### src/ftpg_pkg.sv
// Shared types, constants and CRC helpers for the frame tag payload generator.
`default_nettype none

package ftpg_pkg;

   localparam int FID_W   = 24;
   localparam int BLK_W   = 6;
   localparam int PHASE_W = 5;
   localparam int QUEUE_DEPTH = 4;
   localparam int QPTR_W      = $clog2(QUEUE_DEPTH);

   localparam logic       OP_FRAME   = 1'b0;
   localparam logic       OP_MEASURE = 1'b1;

   localparam logic [1:0] CSR_LAST_LINE   = 2'd0;
   localparam logic [1:0] CSR_TICK_BUDGET = 2'd1;
   localparam logic [1:0] CSR_SYNC        = 2'd2;

   localparam logic [7:0]  LAST_LINE_RST   = 8'd227;
   localparam logic [15:0] TICK_BUDGET_RST = 16'd1309;
   localparam logic [7:0]  SYNC_RST        = 8'hB2;

   localparam logic [7:0] CRC_POLY   = 8'h07;
   localparam logic [7:0] CRC_INIT   = 8'hFF;
   localparam logic [6:0] MARGIN_MAX = 7'h7F;
   localparam logic [5:0] BAR_WRAP   = 6'd31;
   localparam logic [5:0] BAR_STEP   = 6'd8;
   localparam logic [7:0] BAR_BASE_X = 8'd56;

   typedef struct packed {
      logic [7:0]  last_line;
      logic [15:0] tick_budget;
   } limits_type;

   typedef struct packed {
      logic [FID_W-1:0]   fid;
      logic [PHASE_W-1:0] phase;
      logic [PHASE_W-1:0] old_phase;
      logic [7:0]         status;
   } frame_type;

   typedef struct packed {
      logic [FID_W-1:0] fid;
      logic [BLK_W-1:0] blk;
      logic [7:0]       status;
      logic [7:0]       x_new;
      logic [7:0]       x_old;
      logic             last;
      logic [7:0]       crc;
   } blk_type;

   // MSB-first CRC-8 over eight data bits
   function automatic logic [7:0] crc8_byte(input logic [7:0] crc_i, input logic [7:0] data);
      logic [7:0] c;
      logic       fb;
      c = crc_i;
      for (int i = 7; i >= 0; i--) begin
         fb = c[7] ^ data[i];
         c  = {c[6:0], 1'b0};
         if (fb) begin
            c = c ^ CRC_POLY;
         end
      end
      return c;
   endfunction

   // MSB-first CRC-8 over the six block index bits
   function automatic logic [7:0] crc8_blk(input logic [7:0] crc_i,
                                           input logic [BLK_W-1:0] data);
      logic [7:0] c;
      logic       fb;
      c = crc_i;
      for (int i = BLK_W-1; i >= 0; i--) begin
         fb = c[7] ^ data[i];
         c  = {c[6:0], 1'b0};
         if (fb) begin
            c = c ^ CRC_POLY;
         end
      end
      return c;
   endfunction

   function automatic logic [PHASE_W-1:0] phase_next(input logic [PHASE_W-1:0] p);
      logic [5:0] s;
      s = {1'b0, p} + BAR_STEP;
      if (s >= BAR_WRAP) begin
         s = s - BAR_WRAP;
      end
      return s[PHASE_W-1:0];
   endfunction

   function automatic logic [7:0] bar_x(input logic [PHASE_W-1:0] p);
      return BAR_BASE_X + {1'b0, p, 2'b00};
   endfunction

endpackage

`default_nettype wire

### src/ftpg_fifo.sv
// Short frame queue between the front and back halves.
`default_nettype none

module ftpg_fifo
   import ftpg_pkg::*;
(
   input  wire logic      clock,
   input  wire logic      reset,
   input  wire logic      push,
   input  wire frame_type push_data,
   input  wire logic      pop,
   output frame_type      pop_data,
   output logic           full,
   output logic           empty
);

   frame_type             mem_ff [QUEUE_DEPTH];
   logic [QPTR_W-1:0]     wr_ptr_ff, wr_ptr_in;
   logic [QPTR_W-1:0]     rd_ptr_ff, rd_ptr_in;
   logic [QPTR_W:0]       count_ff, count_in;

   assign full     = (count_ff == (QPTR_W+1)'(QUEUE_DEPTH));
   assign empty    = (count_ff == '0);
   assign pop_data = mem_ff[rd_ptr_ff];

   always_comb begin
      wr_ptr_in = wr_ptr_ff;
      rd_ptr_in = rd_ptr_ff;
      count_in  = count_ff;
      if (push) begin
         wr_ptr_in = wr_ptr_ff + 1'b1;
      end
      if (pop) begin
         rd_ptr_in = rd_ptr_ff + 1'b1;
      end
      if (push && !pop) begin
         count_in = count_ff + 1'b1;
      end else if (pop && !push) begin
         count_in = count_ff - 1'b1;
      end
   end

   always_ff @(posedge clock) begin
      if (reset) begin
         wr_ptr_ff <= '0;
         rd_ptr_ff <= '0;
         count_ff  <= '0;
      end else begin
         wr_ptr_ff <= wr_ptr_in;
         rd_ptr_ff <= rd_ptr_in;
         count_ff  <= count_in;
      end
   end

   always_ff @(posedge clock) begin
      if (push) begin
         mem_ff[wr_ptr_ff] <= push_data;
      end
   end

endmodule

`default_nettype wire

### src/ftpg_front.sv
// Front half: takes transactions, updates the fault/margin status, queues frames.
`default_nettype none

module ftpg_front
   import ftpg_pkg::*;
(
   input  wire logic               clock,
   input  wire logic               reset,
   input  wire limits_type         limits,
   input  wire logic               req_valid,
   output logic                    req_ready,
   input  wire logic               req_operation,
   input  wire logic [FID_W-1:0]   req_frame_id,
   input  wire logic [PHASE_W-1:0] req_bar_phase,
   input  wire logic [PHASE_W-1:0] req_prev_bar_phase,
   input  wire logic [7:0]         req_line_start,
   input  wire logic [7:0]         req_line_end,
   input  wire logic [15:0]        req_elapsed_ticks,
   output logic                    q_push,
   output frame_type               q_data,
   input  wire logic               q_full
);

   logic       fault_ff, fault_in;
   logic [6:0] margin_ff, margin_in;
   logic       accept;
   logic       is_fault;
   logic [7:0] margin_raw;
   logic [6:0] margin_clamp;

   // measurements never need queue space
   assign req_ready = (req_operation == OP_MEASURE) || !q_full;
   assign accept    = req_valid && req_ready;
   assign q_push    = accept && (req_operation == OP_FRAME);

   assign q_data.fid       = req_frame_id;
   assign q_data.phase     = req_bar_phase;
   assign q_data.old_phase = req_prev_bar_phase;
   assign q_data.status    = {fault_ff, margin_ff};

   assign is_fault = (req_line_end < req_line_start) ||
                     (req_line_end > limits.last_line) ||
                     (req_elapsed_ticks > limits.tick_budget);
   assign margin_raw   = limits.last_line - req_line_end;
   assign margin_clamp = margin_raw[7] ? MARGIN_MAX : margin_raw[6:0];

   always_comb begin
      fault_in  = fault_ff;
      margin_in = margin_ff;
      if (accept && (req_operation == OP_MEASURE)) begin
         if (is_fault) begin
            fault_in  = 1'b1;
            margin_in = '0;
         end else if (margin_clamp < margin_ff) begin
            margin_in = margin_clamp;
         end
      end
   end

   always_ff @(posedge clock) begin
      if (reset) begin
         fault_ff  <= 1'b0;
         margin_ff <= MARGIN_MAX;
      end else begin
         fault_ff  <= fault_in;
         margin_ff <= margin_in;
      end
   end

endmodule

`default_nettype wire

### src/ftpg_back.sv
// Back half: walks the blocks of a queued frame through a CRC pipeline to the result port.
`default_nettype none

module ftpg_back
   import ftpg_pkg::*;
#(
   parameter int BLOCK_COUNT = 40
)(
   input  wire logic              clock,
   input  wire logic              reset,
   input  wire logic [7:0]        sync_pattern,
   input  wire logic              q_empty,
   input  wire frame_type         q_data,
   output logic                   q_pop,
   output logic                   rsp_valid,
   input  wire logic              rsp_ready,
   output logic [BLK_W-1:0]       rsp_blk_num,
   output logic [53:0]            rsp_payload,
   output logic [7:0]             rsp_status_snapshot,
   output logic [7:0]             rsp_bar_x_new,
   output logic [7:0]             rsp_bar_x_old,
   output logic                   rsp_last_block
);

   localparam int NSTAGE = 5;
   localparam logic [BLK_W-1:0] BLK_LAST = BLK_W'(BLOCK_COUNT - 1);

   logic               busy_ff, busy_in;
   frame_type          cur_ff, cur_in;
   logic [BLK_W-1:0]   blk_ff, blk_in;
   logic [PHASE_W-1:0] phase_ff, phase_in;
   logic [PHASE_W-1:0] prev_ff, prev_in;
   logic [NSTAGE-1:0]  vld_ff, vld_in;
   blk_type            st_ff [NSTAGE];
   blk_type            st_in [NSTAGE];
   logic               adv;
   logic               issue;
   logic               last_issue;

   // whole pipeline holds while the output transaction is stalled
   assign adv        = !vld_ff[NSTAGE-1] || rsp_ready;
   assign issue      = busy_ff && adv;
   assign last_issue = issue && (blk_ff == BLK_LAST);
   assign q_pop      = !q_empty && (!busy_ff || last_issue);

   always_comb begin
      busy_in  = busy_ff;
      cur_in   = cur_ff;
      blk_in   = blk_ff;
      phase_in = phase_ff;
      prev_in  = prev_ff;
      if (q_pop) begin
         busy_in  = 1'b1;
         cur_in   = q_data;
         blk_in   = '0;
         phase_in = q_data.phase;
         prev_in  = q_data.old_phase;
      end else if (last_issue) begin
         busy_in = 1'b0;
      end else if (issue) begin
         blk_in   = blk_ff + 1'b1;
         phase_in = phase_next(phase_ff);
         prev_in  = phase_next(prev_ff);
      end
   end

   always_comb begin
      st_in[0].fid    = cur_ff.fid;
      st_in[0].blk    = blk_ff;
      st_in[0].status = cur_ff.status;
      st_in[0].x_new  = bar_x(phase_ff);
      st_in[0].x_old  = bar_x(prev_ff);
      st_in[0].last   = (blk_ff == BLK_LAST);
      st_in[0].crc    = crc8_byte(CRC_INIT, cur_ff.fid[23:16]);
      st_in[1]        = st_ff[0];
      st_in[1].crc    = crc8_byte(st_ff[0].crc, st_ff[0].fid[15:8]);
      st_in[2]        = st_ff[1];
      st_in[2].crc    = crc8_byte(st_ff[1].crc, st_ff[1].fid[7:0]);
      st_in[3]        = st_ff[2];
      st_in[3].crc    = crc8_blk(st_ff[2].crc, st_ff[2].blk);
      st_in[4]        = st_ff[3];
      st_in[4].crc    = crc8_byte(st_ff[3].crc, st_ff[3].status);
      vld_in          = adv ? {vld_ff[NSTAGE-2:0], issue} : vld_ff;
   end

   always_ff @(posedge clock) begin
      if (reset) begin
         busy_ff <= 1'b0;
         vld_ff  <= '0;
      end else begin
         busy_ff <= busy_in;
         vld_ff  <= vld_in;
      end
   end

   always_ff @(posedge clock) begin
      cur_ff   <= cur_in;
      blk_ff   <= blk_in;
      phase_ff <= phase_in;
      prev_ff  <= prev_in;
      if (adv) begin
         for (int k = 0; k < NSTAGE; k++) begin
            st_ff[k] <= st_in[k];
         end
      end
   end

   assign rsp_valid           = vld_ff[NSTAGE-1];
   assign rsp_blk_num         = st_ff[NSTAGE-1].blk;
   assign rsp_payload         = {sync_pattern, st_ff[NSTAGE-1].fid, st_ff[NSTAGE-1].blk,
                                 st_ff[NSTAGE-1].status, st_ff[NSTAGE-1].crc};
   assign rsp_status_snapshot = st_ff[NSTAGE-1].status;
   assign rsp_bar_x_new       = st_ff[NSTAGE-1].x_new;
   assign rsp_bar_x_old       = st_ff[NSTAGE-1].x_old;
   assign rsp_last_block      = st_ff[NSTAGE-1].last;

endmodule

`default_nettype wire

### src/frame_tag_payload_generator.sv
// Frame tag payload generator: a measurement gives no result.
// A frame gives BLOCK_COUNT results from a five-stage CRC pipeline, one per cycle
// while rsp_ready does not stall the output. A frame passes through the queue and
// the back end's frame registers before the CRC stages. A four-entry queue lets
// frames and measurements keep arriving while results drain. Synchronous reset clears
// the fault latch, sets the worst margin to 127, loads register defaults, empties stages.
`default_nettype none

module frame_tag_payload_generator
   import ftpg_pkg::*;
#(
   parameter int BLOCK_COUNT = 40
)(
   input  wire logic               clock,
   input  wire logic               reset,
   input  wire logic               req_valid,
   output logic                    req_ready,
   input  wire logic               req_operation,
   input  wire logic [FID_W-1:0]   req_frame_id,
   input  wire logic [PHASE_W-1:0] req_bar_phase,
   input  wire logic [PHASE_W-1:0] req_prev_bar_phase,
   input  wire logic [7:0]         req_line_start,
   input  wire logic [7:0]         req_line_end,
   input  wire logic [15:0]        req_elapsed_ticks,
   output logic                    rsp_valid,
   input  wire logic               rsp_ready,
   output logic [BLK_W-1:0]        rsp_blk_num,
   output logic [53:0]             rsp_payload,
   output logic [7:0]              rsp_status_snapshot,
   output logic [7:0]              rsp_bar_x_new,
   output logic [7:0]              rsp_bar_x_old,
   output logic                    rsp_last_block,
   input  wire logic               csr_psel,
   input  wire logic               csr_penable,
   input  wire logic               csr_pwrite,
   input  wire logic [3:0]         csr_paddr,
   input  wire logic [31:0]        csr_pwdata,
   output logic [31:0]             csr_prdata,
   output logic                    csr_pready
);

   logic [7:0]  last_line_ff;
   logic [15:0] tick_budget_ff;
   logic [7:0]  sync_ff;
   logic        csr_wr;
   logic [1:0]  csr_idx;
   limits_type  limits;
   logic        q_push;
   logic        q_pop;
   logic        q_full;
   logic        q_empty;
   frame_type   q_wdata;
   frame_type   q_rdata;

   assign csr_pready = 1'b1;
   assign csr_idx    = csr_paddr[3:2];
   assign csr_wr     = csr_psel && csr_penable && csr_pwrite && csr_pready;

   always_ff @(posedge clock) begin
      if (reset) begin
         last_line_ff   <= LAST_LINE_RST;
         tick_budget_ff <= TICK_BUDGET_RST;
         sync_ff        <= SYNC_RST;
      end else if (csr_wr) begin
         case (csr_idx)
            CSR_LAST_LINE:   last_line_ff   <= csr_pwdata[7:0];
            CSR_TICK_BUDGET: tick_budget_ff <= csr_pwdata[15:0];
            CSR_SYNC:        sync_ff        <= csr_pwdata[7:0];
            default: ;
         endcase
      end
   end

   always_comb begin
      case (csr_idx)
         CSR_LAST_LINE:   csr_prdata = {24'd0, last_line_ff};
         CSR_TICK_BUDGET: csr_prdata = {16'd0, tick_budget_ff};
         CSR_SYNC:        csr_prdata = {24'd0, sync_ff};
         default:         csr_prdata = '0;
      endcase
   end

   assign limits.last_line   = last_line_ff;
   assign limits.tick_budget = tick_budget_ff;

   ftpg_front u_front (
      .clock              (clock),
      .reset              (reset),
      .limits             (limits),
      .req_valid          (req_valid),
      .req_ready          (req_ready),
      .req_operation      (req_operation),
      .req_frame_id       (req_frame_id),
      .req_bar_phase      (req_bar_phase),
      .req_prev_bar_phase (req_prev_bar_phase),
      .req_line_start     (req_line_start),
      .req_line_end       (req_line_end),
      .req_elapsed_ticks  (req_elapsed_ticks),
      .q_push             (q_push),
      .q_data             (q_wdata),
      .q_full             (q_full)
   );

   ftpg_fifo u_fifo (
      .clock     (clock),
      .reset     (reset),
      .push      (q_push),
      .push_data (q_wdata),
      .pop       (q_pop),
      .pop_data  (q_rdata),
      .full      (q_full),
      .empty     (q_empty)
   );

   ftpg_back #(
      .BLOCK_COUNT (BLOCK_COUNT)
   ) u_back (
      .clock               (clock),
      .reset               (reset),
      .sync_pattern        (sync_ff),
      .q_empty             (q_empty),
      .q_data              (q_rdata),
      .q_pop               (q_pop),
      .rsp_valid           (rsp_valid),
      .rsp_ready           (rsp_ready),
      .rsp_blk_num         (rsp_blk_num),
      .rsp_payload         (rsp_payload),
      .rsp_status_snapshot (rsp_status_snapshot),
      .rsp_bar_x_new       (rsp_bar_x_new),
      .rsp_bar_x_old       (rsp_bar_x_old),
      .rsp_last_block      (rsp_last_block)
   );

endmodule

`default_nettype wire
### config.mk
export PLATFORM = sky130hd
export DESIGN_NAME = frame_tag_payload_generator
export DESIGN_NICKNAME = d
export VERILOG_FILES = /design/src/ftpg_pkg.sv /design/src/ftpg_fifo.sv /design/src/ftpg_front.sv /design/src/ftpg_back.sv /design/src/frame_tag_payload_generator.sv
export SDC_FILE = /design/constraint.sdc
export NUM_CORES = 1
export LEC_CHECK = 0
export BUFFER_PORTS_ARGS = -buffer_cell sky130_fd_sc_hd__clkbuf_2
export CAP_MARGIN = 10
export CORE_MARGIN = 1.5
export CORE_UTILIZATION = 35
export CTS_BUF_LIST = sky130_fd_sc_hd__clkbuf_4 sky130_fd_sc_hd__clkbuf_8 sky130_fd_sc_hd__clkbuf_16
export CTS_CLUSTER_SIZE = 30
export DETAILED_ROUTE_END_ITERATION = 10
export GPL_TIMING_DRIVEN = 0
export HOLD_SLACK_MARGIN = 0.1
export MAX_ROUTING_LAYER = met4
export PLACE_DENSITY = 0.6
export SYNTH_ARGS = -nofsm -noshare
export SYNTH_HDL_FRONTEND = slang
export SYNTH_SLANG_ARGS = --single-unit
### constraint.sdc
create_clock -name clock -period 14.9 [get_ports clock]
set_input_delay 0.745 -clock clock [delete_from_list [all_inputs] [get_ports clock]]
set_output_delay 0.745 -clock clock [all_outputs]
set_load 0.005 [all_outputs]
==> metrics.md, run 1 <==
| Metric | Value |
|---|---|
| Status | `complete, no violations` |
| Clock Skew | `26.2 ps` |
| Leak | `9.84 nW` |
| FF-to-FF End | `u_front.margin_ff[3]$_SDFFE_PP1P_` |
| Setup TNS | `0 ps` |
| RSZ-0062 raised after global routing | `false` |
| Vias in the first global route | `10802` |
| Worst path max stage delay | `430 ps` |
| Finished Layout Cells | `2425` |
| Syn-to-layout area delta | `19.1%` |
| Worst-path fanout max | `6` |
| Final setup vio count | `0` |
| Width of the die | `253 microns` |
| Vias per inst | `4.34` |
| Tot Pwr | `5.22 mW` |
| Pwr Density | `201 nW/um^2` |
| Post-cts repair resize count | `0` |
| Post-route DRC | `0` |
| Register share of total power | `50.3%` |
| Delay-heaviest family, CP | `simple AND/OR/NAND/NOR gates` |
| Sw frac | `25.2%` |
| Crit Path Category | `flip-flop to flip-flop` |
| Cell taking the most area after synthesis | `edfxtp_1` |
| Initial Util | `35.4%` |
| Post-DP HPWL | `25100 microns` |
| Largest net degree at the start of global routing | `137` |
| CTS Buf Count | `57` |
| Slowest CP cell | `a2111oi_0` |
| Synthesized cell area | `21800 sq um` |
| Clock period minus worst slack | `3810 ps` |
| PortBufs | `189` |
| Final core occ | `42.1%` |
| 1st-iter DRT viols | `467` |
| Buffers & Inverters on Critical Path | `1` |
| Post-Place Cell Area | `24100 sq um` |
| CP Launch Type | `flip-flop` |
| Post-CTS setup buffer count | `0` |
| Yosys Warn Count | `0` |
| Int Pwr | `3.90 mW` |
| Area contributors post-synth | `edfxtp_1 (69%), dfxtp_1 (5.6%), mux4_2 (4.3%)` |
| Crit-path cells | `inv_1 -> ha_1 -> fa_1 -> nand2b_1 -> a31oi_1 -> o21ai_0 -> nand2b_1 -> xnor2_1 -> nand2_1 -> ha_1 -> or2_2 -> a2111oi_0 -> nor3_1 -> nand3b_1 -> nor2_1 -> a221o_1` |
| Routed wire length | `36700 microns` |
| Slew @ Worst Pin | `805 ps` |
| CORE AREA | `61700 sq um` |
| Hold crit path type | `input pin to flip-flop` |
| Total number of vias | `10523` |
| Hold Path Depth | `2` |
| GR Util met2 | `20.4%` |
| Fin area | `26000 sq um` |
| Clk pwr share | `27.7%` |
| Chip Height | `253 microns` |
| WL/cell | `15.2 microns` |
| Reg2reg start | `last_line_ff[0]$_SDFFE_PP1P_` |
| DRT Pass-1 Iters | `4` |
| Sw Pwr | `1.31 mW` |
| Row count | `91` |
| GR Layer Usage met3 | `2.66%` |
| Routed Antenna Nets | `0` |
| First-pass GRT wire length | `57300 microns` |
| Register-to-Register Setup Slack | `11090 ps` |
| Synth cell count leaders | `edfxtp_1 (505), buf_4 (93), xnor2_1 (75)` |
| Max cap viols | `0` |
| Synth Register Bits | `566` |
| Post-synthesis cell count | `1266` |
| Clock Path Buffers | `3` |
| Synth Area per Inst | `17.3 sq um` |
| Aggregate global-route resource usage | `11.9%` |
| Yosys top cell area share | `69.4%` |
| Final Cycle Share | `25.6%` |
| Most numerous cell in the Yosys netlist | `edfxtp_1` |
| CTS tree | `built` |
| Worst endpoint required time | `15440 ps` |
| H-tree Lvls | `2` |
| I/O Pins | `230` |
| Root Buffer | `clkbuf_16` |
| Slew margin rel. | `46.2%` |
| Final Worst Setup Slack | `11090 ps` |
| Layout cells sized above 1 | `27.9%` |
| Asr flop ratio synth | `0%` |
| Final Hold Viols | `0` |
| Initial antenna violation count | `3` |
| Die Area | `63900 sq um` |
| EDFF count, synth | `505` |
| Crit path capture type | `flip-flop` |
| GRT Residual Overflow | `0` |
| Post-synthesis sequential area ratio | `75.0%` |
| Global-route met1 utilization | `13.6%` |
| Dpl ws | `10550 ps` |
| Fmax | `262 MHz` |
| GPL Wtd Cong | `0.839` |
| Post-CTS Hold Buffers | `0` |
| Synth cell types | `51` |
| Ys flop type | `edfxtp_1` |
| Hold path startpoint | `csr_pwdata[8]` |
| Max Transition Viols Final | `0` |
| Worst skew pair latency | `600 ps` |
| Arr. time, crit path | `4350 ps` |
| Total Nets Final | `1707` |
| Placed insts | `2318` |
| Worst reg2reg path depth | `16` |
| Hold slack | `363 ps` |
| VDD IR max | `0.0962 mV` |
| WHS Endpoint | `tick_budget_ff[8]$_SDFFE_PP1P_` |
| Comb pwr share | `22.0%` |
| CTS Sinks | `566` |
| Most used routing layer | `met2` |
| Reg clk slew, reported paths | `60 ps` |
==> per-layer routing <==
metal,share of wire (%),vias to the layer above
li1,-,5136
met1,40,5088
met2,52,219
met3,4.7,80
met4,2.8,0
met5,0,-
==> sequential cells by signal (all words and copies together) (netlist names), 3 cells and up, named ones only <==
name               count
u_back.vld_ff          5
u_fifo.count_ff        3
sync_ff                8
u_back.st_ff         295
u_front.margin_ff      7
last_line_ff           8
u_back.prev_ff         5
u_back.cur_ff         32
u_fifo.mem_ff        168
u_back.phase_ff        5
tick_budget_ff        16
u_back.blk_ff          6
==> worst max path at each step <==
stage                                            start                           endpoint  depth (start not counted)
final                     last_line_ff[0]$_SDFFE_PP1P_  u_front.margin_ff[3]$_SDFFE_PP1P_                         16
after global routing      last_line_ff[0]$_SDFFE_PP1P_  u_front.margin_ff[6]$_SDFFE_PP1P_                         16
after CTS                 last_line_ff[0]$_SDFFE_PP1P_  u_front.margin_ff[3]$_SDFFE_PP1P_                         16
after detailed placement               req_line_end[1]  u_front.margin_ff[3]$_SDFFE_PP1P_                         16
after global placement                       rsp_ready      u_back.blk_ff[5]$_SDFFE_PP0P_                         10
after floorplan                              rsp_ready      u_back.blk_ff[5]$_SDFFE_PP0P_                          9
==> cell families (layout without fill, tap and decap cells) <==
kind of cell             count (synthesis)  in the layout  share of synthesized area [%]
XOR/XNOR                               111            111                           4.54
AO/OA/AOI/OAI                          104            104                           3.17
adder cells (fa/ha/maj)                 57             57                           3.40
AND/OR/NAND/NOR                        186            186                           4.01
buffers and inverters                  182            482                           4.75
multiplexers                            58             58                           5.08
flip-flops                             566            566                           75.0
other                                    2             24                         0.0344
==> cells in the final DEF, fill, tap and decap left out, drive strengths merged, types with 34 or more instances in the layout <==
cell type	n
inv	63
xor2	35
ha	53
clkbuf	282
xnor2	76
nor2	41
a21oi	34
buf	105
nand2	72
edfxtp	505
dfxtp	61
mux4	42
==> power groups by stage <==
stage,sequential [mW],clock (mW),combinational (mW)
6_report,2.63,1.44,1.15
5_1_grt,2.68,1.55,1.28
4_1_cts,2.64,1.49,1.18
3_5_place_dp,2.67,0,1.18
3_3_place_gp,2.66,0,1.15
2_1_floorplan,2.59,0,0.875
==> final cells by class <==
cell class	instances	area [sq um]
fill	5595	35700
sequential	566	16400
multi-input combinational	537	4490
clock buffer	70	1540
timing repair buffer	196	1100
tap	837	1050
buffer	121	811
clock inverter	34	385
inverter	61	236
antenna	3	7.51
(Power assumes the default switching activity.)
==> inputs of run 2 (changes only) <==
Clock period 14.9 ns to 3.6 ns, I/O delays scaled along.
==> run 2 against run 1 <==
Effect of this change:
- final cell count is 2.9% higher
- hold slack worse by 140 ps
- routed wire length is 2.0% higher
- combinational power grew to 4.2 times the previous value
- clock power grew to 4.2 times the previous value
- highest routed layer unchanged
==> metrics.md, run 2 (synthesized netlist as in run 1, its figures left out) <==
| Metric | Value |
|---|---|
| CTS Sinks | `566` |
| Slew @ Worst Pin | `766 ps` |
| CORE AREA | `61700 sq um` |
| Final Hold Viols | `0` |
| Worst endpoint required time | `4100 ps` |
| Leak | `10.2 nW` |
| Post-DP HPWL | `25200 microns` |
| Commonest non-fill, non-tap cell in the layout | `edfxtp_1` |
| Largest regs | `u_back.st_ff x295, u_fifo.mem_ff x168, u_back.cur_ff x32` |
| Clock Skew | `29.6 ps` |
| Clock period minus worst slack | `3390 ps` |
| Top reg by flops | `u_back.st_ff` |
| Vias per inst | `4.33` |
| Fmax | `295 MHz` |
| First-pass GRT wire length | `58000 microns` |
| Worst-path fanout max | `7` |
| Final Cycle Share | `94.2%` |
| I/O Pins | `230` |
| Finished Layout Cells | `2495` |
| VDD IR max | `0.432 mV` |
| CTS Buf Count | `58` |
| Final setup vio count | `0` |
| Initial antenna violation count | `4` |
| Top sig layer | `met4` |
| CTS tree | `built` |
| Syn-to-layout area delta | `22.5%` |
| Die Area | `63900 sq um` |
| Worst skew pair latency | `610 ps` |
| Final Worst Setup Slack | `209 ps` |
| Crit path capture type | `flip-flop` |
| Row count | `91` |
| GRT Residual Overflow | `0` |
| H-tree Lvls | `2` |
| WL met2 | `19500 microns` |
| Tot Pwr | `21.7 mW` |
| Hold slack | `226 ps` |
| Pwr Density | `811 nW/um^2` |
| PortBufs | `189` |
| Largest net degree at the start of global routing | `48` |
| Crit Path Category | `flip-flop to flip-flop` |
| Slowest CP cell | `dfxtp_1` |
| Max FFs per register | `295` |
| Max Transition Viols Final | `0` |
| Root Buffer | `clkbuf_16` |
| Chip Height | `253 microns` |
| Initial Util | `35.4%` |
| 1st-iter DRT viols | `564` |
| Worst path max stage delay | `360 ps` |
| DRT Pass-1 Iters | `5` |
| Routed wire length | `37500 microns` |
| Hold crit path type | `input pin to flip-flop` |
| Max cap viols | `0` |
| Aggregate global-route resource usage | `12.0%` |
| Post-route DRC | `0` |
| Routed wl met3 | `1580 microns` |
| Vias in the first global route | `10951` |
| Crit-path cells | `ha_1 -> nor2b_1 -> o31ai_2 -> a21oi_2 -> xnor2_4 -> nand2_1 -> ha_1 -> a21o_1 -> a21o_1 -> a2111oi_4 -> nor3_1 -> o21ba_2 -> a221o_1` |
| Status | `complete, no violations` |
| Total number of vias | `10803` |
| Most frequent cells in the layout | `edfxtp_1 (505), clkbuf_2 (190), buf_4 (94)` |
| Placed insts | `2323` |
| Total Nets Final | `1772` |
| Slew margin rel. | `49.0%` |
| Routed Antenna Nets | `0` |
| GPL Wtd Cong | `0.832` |
| Layout cells sized above 1 | `28.2%` |
| CP Launch Type | `flip-flop` |
| Met1 wire length | `15600 microns` |
| Arr. time, crit path | `3890 ps` |
| Clock Path Buffers | `3` |
| WL/cell | `15.0 microns` |
| Width of the die | `253 microns` |
| Reg clk slew, reported paths | `60 ps` |
| Dpl ws | `-188 ps` |
==> run 2: worst paths after layout <==
check / startpoint / end / slack [ps] / cells after the start
worst max register to register: last_line_ff[1]$_SDFFE_PP1P_ / u_front.margin_ff[0]$_SDFFE_PP1P_ / 210 / 13
worst min register to register: u_back.st_ff[0][137]$_DFFE_PN_ / u_back.st_ff[0][200]$_DFFE_PN_ / 410 / 0
worst min-delay path: csr_penable / last_line_ff[6]$_SDFFE_PP1P_ / 230 / 5
worst max-delay path: last_line_ff[1]$_SDFFE_PP1P_ / u_front.margin_ff[0]$_SDFFE_PP1P_ / 210 / 13
==> run 2: cell type report <==
cell class,instances,area [sq um]
sequential,566,16400
clock buffer,64,1520
buffer,121,815
clock inverter,45,418
inverter,61,233
antenna,4,10.0
tap,837,1050
timing repair buffer,260,1770
fill,5517,35000
multi-input combinational,537,4550
==> run 2: routing by layer <==
metal | global-route usage [%] | up-vias
li1 | - | 5269
met1 | 13.7 | 5262
met2 | 20.9 | 205
met3 | 2.61 | 67
met4 | 3.85 | 0
met5 | - | -
==> run 2: where the power goes <==
group / internal, mW / switching, mW / total (mW)
registers: 10.1 / 0.783 / 10.9
clock network: 3.49 / 2.49 / 5.98
logic: 2.50 / 2.33 / 4.83
==> run 2: worst max-delay path: cells and delay by family, from the launching register on <==
family | cells | cell delay (ps)
AO/OA/AOI/OAI | 7 | 1780
flip-flops | 1 | 360
AND/OR/NAND/NOR | 3 | 350
adder cells (fa/ha/maj) | 2 | 540
XOR/XNOR | 1 | 230
==> run 2: metrics by stage <==
stage | TNS (ps) | cell area, sq um | utilization, %
after floorplan | -559550 | 21900 | -
after global placement | -1145180 | 23900 | 38.8
after detailed placement | -1130 | 24200 | 39.2
after CTS | 0 | 26700 | 43.3
after global routing | -13.7 | 26800 | 43.4
final | 0 | 26800 | 43.4
==> run 2: timing repair <==
item                                    CTS  global route
pin swaps                                 0             4
endpoints found under the setup margin    7             7
setup buffers                             0             1
endpoints found under the hold margin   180             0
gates resized for setup                   5             5
hold buffers                             58             0
cloned                                    0             0
